--- config.mk ---
export PLATFORM = sky130hd
export DESIGN_NAME = n_bit_symbol_unpacker
export DESIGN_NICKNAME = d
export VERILOG_FILES = /design/src/hw/rtl/nbsu_pkg.sv /design/src/hw/rtl/nbsu_front.sv /design/src/hw/rtl/nbsu_back.sv /design/src/hw/rtl/n_bit_symbol_unpacker.sv
export SDC_FILE = /design/constraint.sdc
export NUM_CORES = 1
export LEC_CHECK = 0
export BUFFER_PORTS_ARGS = -buffer_cell sky130_fd_sc_hd__buf_2
export CAP_MARGIN = 20
export CORE_UTILIZATION = 50
export CTS_BUF_LIST = sky130_fd_sc_hd__clkbuf_2 sky130_fd_sc_hd__clkbuf_4 sky130_fd_sc_hd__clkbuf_8
export CTS_CLUSTER_DIAMETER = 40
export DETAILED_ROUTE_END_ITERATION = 8
export HOLD_SLACK_MARGIN = 0.03
export MAX_ROUTING_LAYER = met4
export PLACE_DENSITY = 0.65
export SLEW_MARGIN = 30
export SYNTH_ARGS = -nofsm -noshare
export SYNTH_HDL_FRONTEND = slang
export SYNTH_HIERARCHICAL = 1
export SYNTH_SLANG_ARGS = --single-unit
--- constraint.sdc ---
create_clock -name aclk -period 5 [get_ports aclk]
set_input_delay 1 -clock aclk [delete_from_list [all_inputs] [get_ports aclk]]
set_output_delay 1 -clock aclk [all_outputs]
set_load 0.02 [all_outputs]
--- src/hw/rtl/nbsu_pkg.sv ---
package nbsu_pkg;

    localparam int BYTE_BITS      = 8;
    localparam int RES_BITS       = 15;
    localparam int FILL_BITS      = 4;
    localparam int COUNT_BITS     = 17;
    localparam int WIDTH_BITS     = 4;
    localparam int CAP_BITS       = 16;
    localparam int CFG_INDEX_BITS = 2;
    localparam int CFG_DATA_BITS  = 16;
    localparam int QUEUE_DEPTH    = 2;

    localparam logic [WIDTH_BITS-1:0] WIDTH_RESET = 4'd7;
    localparam logic [WIDTH_BITS-1:0] WIDTH_MIN   = 4'd1;
    localparam logic [WIDTH_BITS-1:0] WIDTH_MAX   = 4'd8;
    localparam logic [CAP_BITS-1:0]   CAP_RESET   = 16'hFFFF;
    localparam logic [COUNT_BITS-1:0] COUNT_MAX   = 17'h1FFFF;

    localparam logic [CFG_INDEX_BITS-1:0] REG_SYMBOL_WIDTH    = 2'd0;
    localparam logic [CFG_INDEX_BITS-1:0] REG_SYMBOL_CAPACITY = 2'd1;

    typedef struct packed {
        logic [BYTE_BITS-1:0] packed_byte;
        logic                 message_end;
    } byte_entry_t;

endpackage

--- src/hw/rtl/nbsu_front.sv ---
module nbsu_front #(
    parameter int DEPTH = nbsu_pkg::QUEUE_DEPTH
) (
    input  logic                  aclk,
    input  logic                  aresetn,
    input  logic                  s_valid,
    output logic                  s_ready,
    input  nbsu_pkg::byte_entry_t s_entry,
    output logic                  q_valid,
    output nbsu_pkg::byte_entry_t q_entry,
    input  logic                  q_pop
);
    import nbsu_pkg::*;

    localparam int PTR_BITS = (DEPTH > 1) ? $clog2(DEPTH) : 1;
    localparam int CNT_BITS = $clog2(DEPTH + 1);
    localparam logic [PTR_BITS-1:0] LAST_PTR = PTR_BITS'(DEPTH - 1);
    localparam logic [CNT_BITS-1:0] FULL_CNT = CNT_BITS'(DEPTH);

    byte_entry_t           store_reg [DEPTH];
    logic [PTR_BITS-1:0]   wr_ptr_reg, wr_ptr_next;
    logic [PTR_BITS-1:0]   rd_ptr_reg, rd_ptr_next;
    logic [CNT_BITS-1:0]   fill_reg, fill_next;
    logic                  push;
    logic                  pop;

    assign s_ready = (fill_reg != FULL_CNT);
    assign q_valid = (fill_reg != '0);
    assign q_entry = store_reg[rd_ptr_reg];
    assign push    = s_valid && s_ready;
    assign pop     = q_pop && q_valid;

    always_comb begin
        wr_ptr_next = wr_ptr_reg;
        rd_ptr_next = rd_ptr_reg;
        fill_next   = fill_reg;
        if (push) begin
            wr_ptr_next = (wr_ptr_reg == LAST_PTR) ? '0 : wr_ptr_reg + 1'b1;
        end
        if (pop) begin
            rd_ptr_next = (rd_ptr_reg == LAST_PTR) ? '0 : rd_ptr_reg + 1'b1;
        end
        if (push && !pop) begin
            fill_next = fill_reg + 1'b1;
        end else if (pop && !push) begin
            fill_next = fill_reg - 1'b1;
        end
    end

    always_ff @(posedge aclk) begin
        if (!aresetn) begin
            wr_ptr_reg <= '0;
            rd_ptr_reg <= '0;
            fill_reg   <= '0;
        end else begin
            wr_ptr_reg <= wr_ptr_next;
            rd_ptr_reg <= rd_ptr_next;
            fill_reg   <= fill_next;
        end
    end

    always_ff @(posedge aclk) begin
        if (push) begin
            store_reg[wr_ptr_reg] <= s_entry;
        end
    end

endmodule

--- src/hw/rtl/nbsu_back.sv ---
module nbsu_back (
    input  logic                                aclk,
    input  logic                                aresetn,
    input  logic                                q_valid,
    input  nbsu_pkg::byte_entry_t               q_entry,
    output logic                                q_pop,
    input  logic                                cfg_valid,
    output logic                                cfg_ready,
    input  logic [nbsu_pkg::CFG_INDEX_BITS-1:0] cfg_index,
    input  logic [nbsu_pkg::CFG_DATA_BITS-1:0]  cfg_data,
    output logic                                m_valid,
    input  logic                                m_ready,
    output logic [nbsu_pkg::BYTE_BITS-1:0]      m_symbol,
    output logic                                m_run_last,
    output logic                                m_message_done,
    output logic                                m_over_capacity
);
    import nbsu_pkg::*;

    logic [WIDTH_BITS-1:0] width_reg;
    logic [CAP_BITS-1:0]   cap_reg;
    logic [RES_BITS-1:0]   res_reg, res_next;
    logic [FILL_BITS-1:0]  fill_reg, fill_next;
    logic [COUNT_BITS-1:0] count_reg, count_next;
    logic                  busy_reg, busy_next;
    logic                  end_reg, end_next;

    logic                  out_valid_reg, out_valid_next;
    logic [BYTE_BITS-1:0]  out_symbol_reg, out_symbol_next;
    logic                  out_last_reg, out_last_next;
    logic                  out_done_reg, out_done_next;
    logic                  out_over_reg, out_over_next;

    logic [RES_BITS-1:0]   cur_res;
    logic [FILL_BITS-1:0]  cur_fill;
    logic                  cur_end;
    logic [FILL_BITS-1:0]  rem_fill;
    logic [COUNT_BITS-1:0] count_inc;
    logic [BYTE_BITS:0]    sym_mask;
    logic                  is_last;
    logic                  go;
    logic                  width_write;
    logic [WIDTH_BITS-1:0] width_value;

    assign cfg_ready   = 1'b1;
    assign width_value = cfg_data[WIDTH_BITS-1:0];
    assign width_write = cfg_valid && (cfg_index == REG_SYMBOL_WIDTH)
                         && (width_value >= WIDTH_MIN) && (width_value <= WIDTH_MAX);

    // An idle sequencer merges the waiting byte above the pending bits in the
    // same cycle as it issues that byte's first symbol.
    always_comb begin
        cur_res  = busy_reg ? res_reg
                 : RES_BITS'(res_reg | (RES_BITS'(q_entry.packed_byte) << fill_reg));
        cur_fill = busy_reg ? fill_reg : fill_reg + FILL_BITS'(BYTE_BITS);
        cur_end  = busy_reg ? end_reg : q_entry.message_end;
        rem_fill = (cur_fill >= width_reg) ? cur_fill - width_reg : '0;
        count_inc = (count_reg == COUNT_MAX) ? count_reg : count_reg + 1'b1;
        sym_mask = (BYTE_BITS+1)'((BYTE_BITS+1)'(1) << width_reg) - 1'b1;
        // Flush symbols of a final byte stop once no bits remain or the count reaches capacity.
        if (cur_end) begin
            is_last = (rem_fill == '0) || (count_inc >= COUNT_BITS'(cap_reg));
        end else begin
            is_last = (rem_fill < width_reg);
        end
        go    = (busy_reg || q_valid) && (!out_valid_reg || m_ready);
        q_pop = go && !busy_reg;
    end

    always_comb begin
        res_next        = res_reg;
        fill_next       = fill_reg;
        count_next      = count_reg;
        busy_next       = busy_reg;
        end_next        = end_reg;
        out_valid_next  = out_valid_reg && !m_ready;
        out_symbol_next = out_symbol_reg;
        out_last_next   = out_last_reg;
        out_done_next   = out_done_reg;
        out_over_next   = out_over_reg;

        if (go) begin
            out_valid_next  = 1'b1;
            out_symbol_next = cur_res[BYTE_BITS-1:0] & sym_mask[BYTE_BITS-1:0];
            out_last_next   = is_last;
            out_done_next   = is_last && cur_end;
            out_over_next   = is_last && cur_end && (count_inc > COUNT_BITS'(cap_reg));
            end_next        = cur_end;
            if (is_last && cur_end) begin
                res_next   = '0;
                fill_next  = '0;
                count_next = '0;
                busy_next  = 1'b0;
            end else begin
                res_next   = (rem_fill == '0) ? '0 : cur_res >> width_reg;
                fill_next  = rem_fill;
                count_next = count_inc;
                busy_next  = !is_last;
            end
        end

        if (width_write) begin
            res_next  = '0;
            fill_next = '0;
        end
    end

    always_ff @(posedge aclk) begin
        if (!aresetn) begin
            width_reg     <= WIDTH_RESET;
            cap_reg       <= CAP_RESET;
            res_reg       <= '0;
            fill_reg      <= '0;
            count_reg     <= '0;
            busy_reg      <= 1'b0;
            end_reg       <= 1'b0;
            out_valid_reg <= 1'b0;
        end else begin
            if (width_write) begin
                width_reg <= width_value;
            end
            if (cfg_valid && (cfg_index == REG_SYMBOL_CAPACITY)) begin
                cap_reg <= cfg_data[CAP_BITS-1:0];
            end
            res_reg       <= res_next;
            fill_reg      <= fill_next;
            count_reg     <= count_next;
            busy_reg      <= busy_next;
            end_reg       <= end_next;
            out_valid_reg <= out_valid_next;
        end
    end

    always_ff @(posedge aclk) begin
        out_symbol_reg <= out_symbol_next;
        out_last_reg   <= out_last_next;
        out_done_reg   <= out_done_next;
        out_over_reg   <= out_over_next;
    end

    assign m_valid         = out_valid_reg;
    assign m_symbol        = out_symbol_reg;
    assign m_run_last      = out_last_reg;
    assign m_message_done  = out_done_reg;
    assign m_over_capacity = out_over_reg;

endmodule

--- src/hw/rtl/n_bit_symbol_unpacker.sv ---
// A byte accepted into the input queue reaches m_valid through the queue and output register.
// Throughput: the symbol sequencer issues one symbol per cycle unless m_ready stalls the
// output register; a byte yields at least one symbol, eight at a symbol width of one bit.
// A small input queue lets bytes be taken while the sequencer and output register are busy.
// Reset is synchronous and active low: pending bits, the symbol count and the queue clear,
// and the registers return to a width of 7 and a capacity of 65535.
module n_bit_symbol_unpacker #(
    parameter int QUEUE_DEPTH = nbsu_pkg::QUEUE_DEPTH
) (
    input  logic                                aclk,
    input  logic                                aresetn,
    input  logic                                s_valid,
    output logic                                s_ready,
    input  logic [nbsu_pkg::BYTE_BITS-1:0]      s_packed_byte,
    input  logic                                s_message_end,
    output logic                                m_valid,
    input  logic                                m_ready,
    output logic [nbsu_pkg::BYTE_BITS-1:0]      m_symbol,
    output logic                                m_run_last,
    output logic                                m_message_done,
    output logic                                m_over_capacity,
    input  logic                                cfg_valid,
    output logic                                cfg_ready,
    input  logic [nbsu_pkg::CFG_INDEX_BITS-1:0] cfg_index,
    input  logic [nbsu_pkg::CFG_DATA_BITS-1:0]  cfg_data
);
    import nbsu_pkg::*;

    byte_entry_t s_entry;
    byte_entry_t q_entry;
    logic        q_valid;
    logic        q_pop;

    assign s_entry.packed_byte = s_packed_byte;
    assign s_entry.message_end = s_message_end;

    nbsu_front #(
        .DEPTH(QUEUE_DEPTH)
    ) u_front (
        .aclk    (aclk),
        .aresetn (aresetn),
        .s_valid (s_valid),
        .s_ready (s_ready),
        .s_entry (s_entry),
        .q_valid (q_valid),
        .q_entry (q_entry),
        .q_pop   (q_pop)
    );

    nbsu_back u_back (
        .aclk            (aclk),
        .aresetn         (aresetn),
        .q_valid         (q_valid),
        .q_entry         (q_entry),
        .q_pop           (q_pop),
        .cfg_valid       (cfg_valid),
        .cfg_ready       (cfg_ready),
        .cfg_index       (cfg_index),
        .cfg_data        (cfg_data),
        .m_valid         (m_valid),
        .m_ready         (m_ready),
        .m_symbol        (m_symbol),
        .m_run_last      (m_run_last),
        .m_message_done  (m_message_done),
        .m_over_capacity (m_over_capacity)
    );

endmodule
==> metrics.txt <==
cell breakdown of the critical path ha_1 > nand4_1 > nor4_2 > nand2_1 > nand4_1 > nor2_1 > xor2_1 > ha_1 > nand4_1 > nor3_1 > a211oi_1 > or2_2 > a41o_1 > buf_4 > inv_1 > or4_1 > a31oi_1; clk root buf clkbuf_8; post-route insts no fill between 800 and 900; number of global-route vias before repair roughly 5000; Critical Path Fanout Max 21; Startpoint Class flip-flop; Synth area leaders dfxtp_1, edfxtp_1, ha_1, nand2_1, mux2i_1; Fin Clk Skew between 15 and 20 ps; Nets 751; GRT Resource Usage Total 0.260; Commonest cells post-synth nand2_1, dfxtp_1, nor2_1; Yosys top cell area share 0.215; endpoints failing hold 0; async set-reset flop share out of synthesis 0; Post-Syn Instances around 670; Rows 39; max-cap viol count 0; P_leak between 2 and 3 nW; Core ar. about 12000 µm²; status complete, but fails checks; wire length per cell approximately 18 µm; starting density of the core 0.518; Final Critical Period 4420 ps; cell count after placement ~820; Final period util 0.884; clk slew on worst S/H paths about 100 ps; achievable clock frequency between 0.2 and 0.25 GHz; cts repair resizes 0; largest net degree at the start of global routing 34; drt pass-1 iters 7; final core utilization 0.560; Post-synth EDFFs 29; Hold Path Class reg2reg; #FFs+latches synth between 90 and 100; max reg flops 18; count leader, synth nand2_1; CP arrival about 4700 ps; Setup Buffers After CTS 0; Sum Neg Setup Slack 0 ps; max_slew headroom 0.422; FILL cells approximately 1100; CTS tree built; first-pass GRT wire length around 25000 µm; fraction of layout cells with a size suffix above 1 0.151; hpwl dp between 10000 and 15000 µm; Slew Limit Fails 0; Mean Syn Cell Area 8.92 µm²; Post-Syn Nets about 730; CTS max path bufs 2; initial antenna violation count 0; final setup violation count 0; Netlist cell types a little over 80; worst slew pin tran just under 900 ps; Synth Cell Area 5970 µm²; Top FF cell, synth dfxtp_1; RSZ-0062 raised after global routing no; WP data required 5310 ps; Pwr Density approximately 460 nW/µm²; drt total wl approximately 15000 µm; Residual DRC 6; Synth area leader dfxtp_1; failing checks DRC; gr ovfl total 0; H-tree depth 3; CTS buffer count 9; register area share after synthesis 0.361; Port Buf Inserts 44; CP max-delay cell dfxtp_1; critical path's largest stage delay 440 ps; Syn. warnings 6; diode count 0; DIE WIDTH around 110 µm; placer congestion estimate 0.916; I/O pins 46; die area between 10000 and 15000 µm²; CP most frequent cell nand4_1; Vias approximately 5200; Die Y between 100 and 150 µm; critical path class reg2reg; Worst VDD drop about 0.22 mV; DR iter-0 viols 322; Detail Route Antenna Nets 0; hold_ws about 500 ps; Clock Sink Count a little over 90; Syn-to-layout area delta 8.10%; CP endpoint kind flip-flop; hold-fix buffer count after cts 0; via/cell ratio 6.25; Clock Latency Late Sink about 380 ps
[per-stage QoR]
step	power, mW	area (µm²)	setup slack (ps)
floorplan	2.07	5970	1370
global placement	2.42	6240	844
detailed placement	2.45	6240	532
CTS	2.97	6440	491
global route	3.16	6450	255
finish	2.97	6450	579
[metal layers]
metal | part of all wire | track usage | wire [µm] | vias to the layer above
li1 | - | - | - | 2542
met1 | 0.41 | 0.303 | 6280 | 2489
met2 | 0.50 | 0.438 | 7610 | 179
met3 | 0.062 | 0.0574 | 940 | 37
met4 | 0.026 | 0.0973 | 403 | 0
met5 | 0 | - | 0 | -
[critical path, delay by kind of cell (launching register included)]
| family | cells | cell delay, ps |
|---|---|---|
| AND/OR/NAND/NOR | 9 | 2070 |
| AO/OA/AOI/OAI | 3 | 630 |
| adder cells (fa/ha/maj) | 2 | 520 |
| buffers and inverters | 2 | 470 |
| flip-flops | 1 | 440 |
| XOR/XNOR | 1 | 200 |
[power by group]
group	total, mW	switching (mW)	internal (mW)
Combinational	1.42	0.904	0.521
Clock	0.515	0.282	0.233
Sequential	1.03	0.0919	0.935
Total	2.97	1.28	1.69
[cell type report]
| class | count | area (µm²) | share of cell area |
|---|---|---|---|
| clock buffers | 9 | 124 | 0.0192 |
| clock inverters | 7 | 73.8 | 0.0114 |
| inverters | 35 | 131 | 0.0204 |
| multi-input cells | 501 | 3510 | 0.544 |
| flip-flops and latches | 93 | 2150 | 0.334 |
| well taps | 143 | 179 | 0.0277 |
| repair buffers | 52 | 280 | 0.0435 |
[final timing paths]
check                       from                  end  slack, ps  cells past startpoint
max          u_back/count_reg[0]  u_back/count_reg[5]        580                     17
min            u_back/res_reg[2]    u_back/res_reg[2]        490                      2
max reg2reg  u_back/count_reg[0]  u_back/count_reg[5]        580                     17
min reg2reg    u_back/res_reg[2]    u_back/res_reg[2]        490                      2
[kinds of logic (layout without fill, tap and decap cells)]
family / Yosys count / after routing / share of synthesized area
simple gates: 237 / 237 / 0.203
compound gates: 169 / 169 / 0.202
flops: 93 / 93 / 0.361
buf+inv: 75 / 103 / 0.0524
mux: 43 / 43 / 0.0881
fa+ha+maj: 27 / 27 / 0.0579
xor+xnor: 24 / 24 / 0.0352
other cells: 1 / 1 / 0.000629
[cell usage in the layout (no fill, tap or decap), drive strengths merged, types with 17 or more instances in the layout]
master  netlist  layout
mux2i        21      21
ha           26      26
mux2         17      17
nand3        24      24
nor2         47      47
dfxtp        64      64
xnor2        19      19
edfxtp       29      29
nand2        66      66
inv          34      35
o21ai        17      17
a21oi        38      38
o211ai       18      18
buf          13      52
No activity file was read; power rests on OpenSTA's default activity.
